## src/hdl/bdre_pkg.sv

```systemverilog
// ----------------------------------------------------------------------------
// bdre_pkg
// Types and constants shared by the byte difference run extractor.
// ----------------------------------------------------------------------------
package bdre_pkg;

    localparam int BYTE_W              = 8;
    localparam int POS_W               = 12;
    localparam int LEN_W               = 13;
    localparam int CNT_W               = 12;
    localparam int BLOCK_BYTES_MAX_DEF = 4096;
    localparam int LEN_FIELD_MAX       = (1 << LEN_W) - 1;

    localparam logic [CNT_W-1:0] CNT_MAX = '1;

    typedef struct packed {
        logic [BYTE_W-1:0] old_byte;
        logic [BYTE_W-1:0] new_byte;
        logic              last_byte;
    } t_in_item;

    typedef struct packed {
        logic             run_valid;
        logic [POS_W-1:0] run_offset;
        logic [LEN_W-1:0] run_length;
        logic             block_done;
        logic [CNT_W-1:0] run_count;
        logic [LEN_W-1:0] diff_bytes;
        logic             status;
    } t_result;

endpackage

```

## src/hdl/bdre_in_if.sv

```systemverilog
// ----------------------------------------------------------------------------
// bdre_in_if
// Byte pair channel: valid, ready and one old/new byte pair per transfer.
// ----------------------------------------------------------------------------
interface bdre_in_if;
    import bdre_pkg::*;

    logic     valid;
    logic     ready;
    t_in_item data;

    modport source (output valid, output data, input ready);
    modport sink   (input valid, input data, output ready);
endinterface

```

## src/hdl/bdre_out_if.sv

```systemverilog
// ----------------------------------------------------------------------------
// bdre_out_if
// Result channel: valid, ready and one run/block report per transfer.
// ----------------------------------------------------------------------------
interface bdre_out_if;
    import bdre_pkg::*;

    logic    valid;
    logic    ready;
    t_result data;

    modport source (output valid, output data, input ready);
    modport sink   (input valid, input data, output ready);
endinterface

```

## src/hdl/bdre_out_buf.sv

```systemverilog
// ----------------------------------------------------------------------------
// bdre_out_buf
// Two-entry result buffer: output register plus skid register.
// ----------------------------------------------------------------------------
module bdre_out_buf (
    input  logic              i_clk,
    input  logic              i_rst_n,
    input  logic              i_push,
    input  bdre_pkg::t_result i_push_data,
    output logic              o_push_ready,
    bdre_out_if.source        o_out
);
    import bdre_pkg::*;

    logic    r_out_valid;
    logic    r_skid_valid;
    t_result r_out_data;
    t_result r_skid_data;
    logic    pop;

    assign pop          = r_out_valid && o_out.ready;
    assign o_push_ready = !r_skid_valid;
    assign o_out.valid  = r_out_valid;
    assign o_out.data   = r_out_data;

    always_ff @(posedge i_clk) begin
        if (!i_rst_n) begin
            r_out_valid  <= 1'b0;
            r_skid_valid <= 1'b0;
        end else if (!r_out_valid || pop) begin
            if (r_skid_valid) begin
                r_out_valid  <= 1'b1;
                r_skid_valid <= 1'b0;
            end else begin
                r_out_valid  <= i_push;
            end
        end else if (i_push) begin
            r_skid_valid <= 1'b1;
        end
    end

    always_ff @(posedge i_clk) begin
        if (!r_out_valid || pop) begin
            if (r_skid_valid) begin
                r_out_data <= r_skid_data;
            end else if (i_push) begin
                r_out_data <= i_push_data;
            end
        end else if (i_push) begin
            r_skid_data <= i_push_data;
        end
    end

endmodule

```

## src/hdl/byte_diff_run_extractor.sv

```systemverilog
// ----------------------------------------------------------------------------
// byte_diff_run_extractor
// Compares old and new block bytes pairwise and reports runs of differing
// bytes, with a block summary on the last pair.
//
//  channel  dir  payload                                    transfer
//  i_in     in   old_byte, new_byte, last_byte              valid & ready
//  o_out    out  run_valid, run_offset, run_length,         valid & ready
//                block_done, run_count, diff_bytes, status
//
// One pair per cycle unless the result buffer is full; the compare and
// counter update sit between the run state registers and the two-entry buffer.
// Each result is registered in the result buffer before it reaches o_out.
// Reset clears the run state and empties the buffer.
// i_in.ready falls only when both buffer entries hold results.
// ----------------------------------------------------------------------------
module byte_diff_run_extractor #(
    parameter int BLOCK_BYTES_MAX = bdre_pkg::BLOCK_BYTES_MAX_DEF
) (
    input  logic       i_clk,
    input  logic       i_rst_n,
    bdre_in_if.sink    i_in,
    bdre_out_if.source o_out
);
    import bdre_pkg::*;

    localparam int               LEN_CAP_I = (BLOCK_BYTES_MAX > LEN_FIELD_MAX) ?
                                             LEN_FIELD_MAX : BLOCK_BYTES_MAX;
    localparam logic [LEN_W-1:0] LEN_CAP   = LEN_W'(LEN_CAP_I);

    logic             r_in_run;
    logic [POS_W-1:0] r_run_start;
    logic [LEN_W-1:0] r_run_len;
    logic [POS_W-1:0] r_position;
    logic [CNT_W-1:0] r_runs_seen;
    logic [LEN_W-1:0] r_bytes_seen;

    logic             accept;
    logic             push_ready;
    logic             differ;
    logic             last;
    logic             closed;
    logic             has_result;
    logic [LEN_W-1:0] len_inc;
    logic [LEN_W-1:0] n_run_len;
    logic [POS_W-1:0] n_run_start;
    logic [CNT_W-1:0] n_runs_seen;
    logic [LEN_W:0]   bytes_sum;
    logic [LEN_W-1:0] n_bytes_seen;
    t_result          result;

    assign i_in.ready = push_ready;
    assign accept     = i_in.valid && push_ready;
    assign differ     = i_in.data.old_byte != i_in.data.new_byte;
    assign last       = i_in.data.last_byte;
    assign closed     = (differ && last) || (!differ && r_in_run);
    assign has_result = closed || last;

    always_comb begin
        len_inc     = (r_run_len >= LEN_CAP) ? LEN_CAP : r_run_len + 1'b1;
        n_run_start = r_in_run ? r_run_start : r_position;
        if (!differ) begin
            n_run_len = r_run_len;
        end else if (!r_in_run) begin
            n_run_len = LEN_W'(1);
        end else begin
            n_run_len = len_inc;
        end
        n_runs_seen  = (r_runs_seen == CNT_MAX) ? CNT_MAX : r_runs_seen + 1'b1;
        bytes_sum    = {1'b0, r_bytes_seen} + {1'b0, n_run_len};
        n_bytes_seen = (bytes_sum > {1'b0, LEN_CAP}) ? LEN_CAP : bytes_sum[LEN_W-1:0];
    end

    always_comb begin
        result.run_valid  = closed;
        result.run_offset = closed ? n_run_start : '0;
        result.run_length = closed ? n_run_len : '0;
        result.block_done = last;
        result.run_count  = closed ? n_runs_seen : r_runs_seen;
        result.diff_bytes = closed ? n_bytes_seen : r_bytes_seen;
        result.status     = last && !closed && (r_runs_seen == '0);
    end

    always_ff @(posedge i_clk) begin
        if (!i_rst_n) begin
            r_in_run     <= 1'b0;
            r_run_start  <= '0;
            r_run_len    <= '0;
            r_position   <= '0;
            r_runs_seen  <= '0;
            r_bytes_seen <= '0;
        end else if (accept) begin
            if (last) begin
                r_in_run     <= 1'b0;
                r_run_start  <= '0;
                r_run_len    <= '0;
                r_position   <= '0;
                r_runs_seen  <= '0;
                r_bytes_seen <= '0;
            end else begin
                r_position <= r_position + 1'b1;
                if (closed) begin
                    r_in_run     <= 1'b0;
                    r_run_start  <= '0;
                    r_run_len    <= '0;
                    r_runs_seen  <= n_runs_seen;
                    r_bytes_seen <= n_bytes_seen;
                end else if (differ) begin
                    r_in_run    <= 1'b1;
                    r_run_start <= n_run_start;
                    r_run_len   <= n_run_len;
                end
            end
        end
    end

    bdre_out_buf u_out_buf (
        .i_clk       (i_clk),
        .i_rst_n     (i_rst_n),
        .i_push      (accept && has_result),
        .i_push_data (result),
        .o_push_ready(push_ready),
        .o_out       (o_out)
    );

endmodule

```

## src/flat_wrapper.sv

```systemverilog
// flat-port wrapper written by rule: the top's interface ports become plain ports
module byte_diff_run_extractor_flat import bdre_pkg::*;
#(
    parameter int BLOCK_BYTES_MAX = bdre_pkg::BLOCK_BYTES_MAX_DEF
)
  (i_clk, i_rst_n, i_in_valid, i_in_data, i_in_ready, o_out_valid, o_out_data, o_out_ready);
  bdre_in_if i_in_i ();
  bdre_out_if o_out_i ();
  input  logic i_clk;
  input  logic i_rst_n;
  input wire logic [$bits(i_in_i.valid)-1:0] i_in_valid;
  input wire logic [$bits(i_in_i.data)-1:0] i_in_data;
  output wire logic [$bits(i_in_i.ready)-1:0] i_in_ready;
  output wire logic [$bits(o_out_i.valid)-1:0] o_out_valid;
  output wire logic [$bits(o_out_i.data)-1:0] o_out_data;
  input wire logic [$bits(o_out_i.ready)-1:0] o_out_ready;
  assign i_in_i.valid = i_in_valid;
  assign i_in_i.data = i_in_data;
  assign i_in_ready = i_in_i.ready;
  assign o_out_valid = o_out_i.valid;
  assign o_out_data = o_out_i.data;
  assign o_out_i.ready = o_out_ready;
  byte_diff_run_extractor #(.BLOCK_BYTES_MAX(BLOCK_BYTES_MAX)) u_core (.i_clk(i_clk), .i_rst_n(i_rst_n), .i_in(i_in_i), .o_out(o_out_i));
endmodule
```

## config.mk

```make
export PLATFORM = sky130hd
export DESIGN_NAME = byte_diff_run_extractor_flat
export DESIGN_NICKNAME = d
export VERILOG_FILES = /design/src/hdl/bdre_pkg.sv /design/src/hdl/bdre_in_if.sv /design/src/hdl/bdre_out_if.sv /design/src/hdl/bdre_out_buf.sv /design/src/hdl/byte_diff_run_extractor.sv /design/src/flat_wrapper.sv
export SDC_FILE = /design/constraint.sdc
export NUM_CORES = 1
export LEC_CHECK = 0
export CORE_MARGIN = 2
export CORE_UTILIZATION = 55
export DETAILED_ROUTE_END_ITERATION = 8
export DONT_BUFFER_PORTS = 1
export GPL_TIMING_DRIVEN = 0
export PLACE_DENSITY = 0.7
export SYNTH_ARGS = -nofsm -noshare
export SYNTH_HDL_FRONTEND = slang
export SYNTH_HIERARCHICAL = 1
export SYNTH_SLANG_ARGS = --single-unit
```

## constraint.sdc

```tcl
create_clock -name i_clk -period 4.7 [get_ports i_clk]
set_clock_uncertainty 0.1 [all_clocks]
set_input_delay 0 -clock i_clk [delete_from_list [all_inputs] [get_ports i_clk]]
set_output_delay 0 -clock i_clk [all_outputs]
set_load 0.02 [all_outputs]
```

* Word level (Yosys, flattened, before mapping)
Cells that the tools add are included.
Cells by class: add/sub/neg operators 4, multipliers 0, divide/modulo/power cells 0, magnitude comparators 2, equality and inequality tests 2, shifts and indexed selects 0, mux-type cells 25, bitwise gates (word level) 2, reduce and logical (&&, ||, !) cells 21
Operator list (number):
- $mux 13 | 10
- $mux 12 | 9
- $mux 53 | 2
- $add 12x1->12 const B | 2
- $add 13x13->14 | 1
- $gt 14x13->1 const B | 1
- $add 13x1->13 const B | 1
- $ge 13x13->1 const B | 1
- $eq 12x12->1 const B | 1
- $logic_not 12->1 | 1
- $ne 8x8->1 | 1
- $logic_and 1x1->1 | 7
- $reduce_and 2->1 | 3
- $logic_not 1->1 | 4
- $mux 1 | 4
- $logic_or 1x1->1 | 3
- $reduce_bool 3->1 | 1
- $not 1->1 | 2
- $reduce_bool 2->1 | 1
- $reduce_or 2->1 | 1
Storage, ports and cells: bits in registers 171, latch bits 0, bits in writable memories 0, memory bits (read-only) 0, input bits 21, output and inout bits 55, memories kept 0

* Logic depth before layout (Yosys ltp)
depth after elaboration 10, depth in mapped cells 16, depth with buffers taken out 14

* Hierarchy
Netlist, hierarchy kept.
Modules (own cells, without submodules):
- byte_diff_run_extractor | instances 1, cells each 535, area each 4383.0 um^2
- bdre_out_buf | instances 1, cells each 174, area each 4065.1 um^2

* Worst setup path before layout
No wires, ideal clock.
path kind register to register, start register u_core.r_run_len[1], end register u_core.u_out_buf.r_out_data (netlist bit u_core/u_out_buf/o_out.data[13]), data pin, library setup time 260 ps, data arrival time 3635 ps, setup slack 705 ps, cell stages (with the launch flop) 16, path buffers 1, period minus slack after synthesis 3995 ps, path through dfxtp_1 -> ha_1 -> nand3_1 -> or4_1 -> a22o_1 -> a22oi_1 -> inv_1 -> ha_1 -> or3_1 -> nand2b_1 -> o311a_1 -> o311ai_2 -> nor4_4 -> buf_6 -> a21oi_1 -> mux2_4
RTL lines:
- start: declaration | RTL line byte_diff_run_extractor.sv:33 | logic [LEN_W-1:0] r_run_len;
- start signal: assignment | RTL line byte_diff_run_extractor.sv:111 | r_run_len <= n_run_len;
- end signal: assignment | RTL line bdre_out_buf.sv:45 | r_out_data <= r_skid_data;
- end signal: assignment | RTL line bdre_out_buf.sv:47 | r_out_data <= i_push_data;
- end: declaration | RTL line bdre_out_buf.sv:17 | t_result r_out_data;

==> qor.yml <==
fin_util_pct: 61.86
cts_tree: "yes"
maxSlewHeadroom_pct: 28.92
drtAntennaViolNets: 0
fmax_ghz: 0.2229
num_io_pins: 76
initial_core_util_pct: 55.99
start_kind: "flop"
tns_ns: 0
cp.buffers_inverters: 3
path_cells: "ha_1, nand3_1, or4_1, a22o_1, a22oi_1, inv_1, ha_1, o21ai_0, nand2b_1, o311a_1, o311ai_2, nor4_4, buf_4, buf_6, a22o_1, mux2_4"
rsz0062_at_grt: "false"
whs_ns: 0.06321
synth_nets: 750
synth_cell_type_count: 72
rows: 45
worst_slack_ns: 0.2144
maxCapViolations: 0
final-instance-count-excl-fill: 937
dieArea_sq_um: 16370
dp_cells: 899
crit_family: "compound AO/OA/AOI/OAI gates"
cts_made_buffers: 17
cts.sinks: 171
synth_cells: 709
core_sq_um: 15090
p_per_area_nw_per_um2: 336.3
endpoint_kind: "flop"
synth-compound-area-share_pct: 15.58
synth_adder_area_share_pct: 3.051
insertion_delay_ns: 0.42
ys_async_sr_fraction_pct: 0
syn_area_sq_um: 8448
cpPeakStageDelay_ns: 0.59
grt_overflow: 0
worstPathArrival_ns: 4.55
p_leak_uw: 0.003340
cts.clk_slew.worst_paths_ns: 0.07
grt_usage_pct: 23.04
pre_cts_ws_ns: 0.1506
report.final.slew_viol_count: 0
cts-resized-gates: 0
synth_area_per_cell_sq_um: 11.92
peakVddDrop_uv: 227.6
hold_viol: 0
grt_pass1_wl_mm: 29.34
synth_top_family_by_area: "compound AO/OA/AOI/OAI gates"
syn2layout_area_growth_pct: 10.49
grt_max_degree: 39
die_y_um: 127.9
synthXorXnorAreaFrac_pct: 3.110
port_buffers: 0
viasPerCell: 6.375
synth_warnings: 6
synth_ff_type: "edfxtp_1"
fillCellCount: 1150
worst_pin_slew_ns: 1.052
synth-edff-count: 106
gp_congestion: 0.8973
dr.pass1.iters: 6
wl_per_cell_um: 19.84
drt_wl_total_mm: 18.59
die_width_um: 127.9
synth_simple_gate_area_share_pct: 11.51
setup.worst_path.class: "reg2reg"
htree_levels: 4
period_needed_ns: 4.486
yosys-mux-area-fraction_pct: 10.44
path_max_fanout: 10
ys_ff_latch: 171
ys_seq_area_share_pct: 53.08
cts-root-buf: "clkbuf_16"
drc: 0
num_vias: 5973
drtIter0Drc: 482
critPathRequiredTime_ns: 4.77
cts_buffer_depth: 2
cp_slowest_cell: "or4_1"
setup_violations: 0
drive_gt1_share_pct: 17.11
status: "finished clean"
period_share_pct: 95.44
hp-class: "in2reg"
antenna_found_initial: 1
grt_pass1_vias: 5725
layout.nets: 776
place_hpwl_mm: 13.06
[metrics by stage]
step / power [uW] / cell area [sq um]
detailed placement: 1845 / 8732
global placement: 1839 / 8683
CTS: 3157 / 9324
finish: 3139 / 9334
floorplan: 1799 / 8448
global route: 3236 / 9334
[where the power goes]
part / internal (uW) / switching (uW) / total [uW] / leakage, uW
registers: 1620 / 39.5 / 1660 / 0.00148
clock network: 732 / 586 / 1320 / 0.000266
logic: 54.5 / 108 / 162 / 0.00159
total: 2410 / 733 / 3140 / 0.00334
[sequential cells by signal, indices dropped and copies added (netlist names), 12 cells and up]
name	cells
u_core/r_run_len	13
u_core/r_position	12
u_core/u_out_buf/r_skid_data	53
u_core/u_out_buf/o_out.data	53
u_core/r_bytes_seen	13
u_core/r_run_start	12
u_core/r_runs_seen	12
[layer usage]
layer | track usage (%) | vias to the layer above | wire length, um
li1 | - | 2759 | -
met1 | 31.47 | 2883 | 8184
met2 | 36.05 | 289 | 8596
met3 | 4.925 | 42 | 1333
met4 | 9.244 | 0 | 480
met5 | 0 | - | 0
[timing repair]
item | in CTS | in global routing
endpoints found under the setup margin | 0 | 3
hold buffers | 4 | 0
setup buffers | 0 | 1
endpoints found under the hold margin | 24 | 0
[cell type report]
cell class / count / area (sq um) / area share (%)
Antenna cell: 1 / 2.502 / 0.02681
Buffer: 36 / 209.0 / 2.239
Clock buffer: 18 / 429.2 / 4.598
Clock inverter: 14 / 122.6 / 1.314
Inverter: 17 / 63.81 / 0.6836
Multi-Input combinational cell: 485 / 3700 / 39.64
Sequential cell: 171 / 4484 / 48.04
Tap cell: 188 / 235.2 / 2.520
Timing Repair Buffer: 7 / 87.58 / 0.9383
[synth_stat cells, types with 12 or more instances]
| master | n | share of area (%) |
|---|---|---|
| edfxtp_1 | 106 | 38 |
| nor2_1 | 68 | 3.0 |
| dfxtp_1 | 65 | 15 |
| nand2_1 | 43 | 1.9 |
| mux2_4 | 38 | 6.8 |
| a21oi_1 | 34 | 2.0 |
| a22oi_1 | 21 | 1.9 |
| o21ai_0 | 21 | 1.2 |
| a22o_1 | 20 | 2.1 |
| ha_1 | 19 | 2.8 |
| inv_1 | 17 | 0.76 |
| mux2_2 | 17 | 2.3 |
| xnor2_1 | 17 | 1.8 |
| and2_1 | 14 | 1.0 |
| clkbuf_1 | 14 | 0.62 |
| a32o_1 | 13 | 1.5 |
| xor2_1 | 13 | 1.3 |
| mux2i_1 | 12 | 1.4 |
| nor3_1 | 12 | 0.71 |
[placed cells by master (no fill, tap or decap), drive strengths merged, types with 14 or more instances in the layout]
cell type / Yosys / routed
xnor2: 17 / 17
edfxtp: 106 / 106
dfxtp: 65 / 65
ha: 19 / 19
clkbuf: 15 / 33
inv: 17 / 21
a22oi: 21 / 21
o21ai: 24 / 24
and2: 14 / 14
mux2: 55 / 55
nor2: 68 / 68
a21oi: 37 / 37
nand2: 43 / 43
a22o: 20 / 20
buf: 21 / 24
[cells by family (layout without fill, tap and decap cells)]
kind of cell    count (synthesis)  in the layout
buf+inv                        53             92
other cells                     0              1
flops                         171            171
xor+xnor                       30             30
simple gates                  195            195
compound gates                173            173
mux                            67             67
fa+ha+maj                      20             20
[worst min-delay path: stages]
cell and delay, ns:
and2_1 0.14, nand2_1 0.15, o32ai_1 0.09, and2_1 0.15
[path summary, 6_finish.rpt]
| path | slack, ns | startpoint | cells past startpoint | to |
|---|---|---|---|---|
| worst min-delay path | 0.06 | i_in_valid | 4 | u_core/r_runs_seen[1] |
| worst max-delay path | 0.21 | u_core/r_run_len[0] | 16 | u_core/u_out_buf/o_out.data[12] |
| worst max register to register | 0.21 | u_core/r_run_len[0] | 16 | u_core/u_out_buf/o_out.data[12] |
| worst min register to register | 0.40 | u_core/r_run_len[11] | 2 | u_core/r_run_len[11] |
Note: power is estimated with default switching activity, not from simulation.
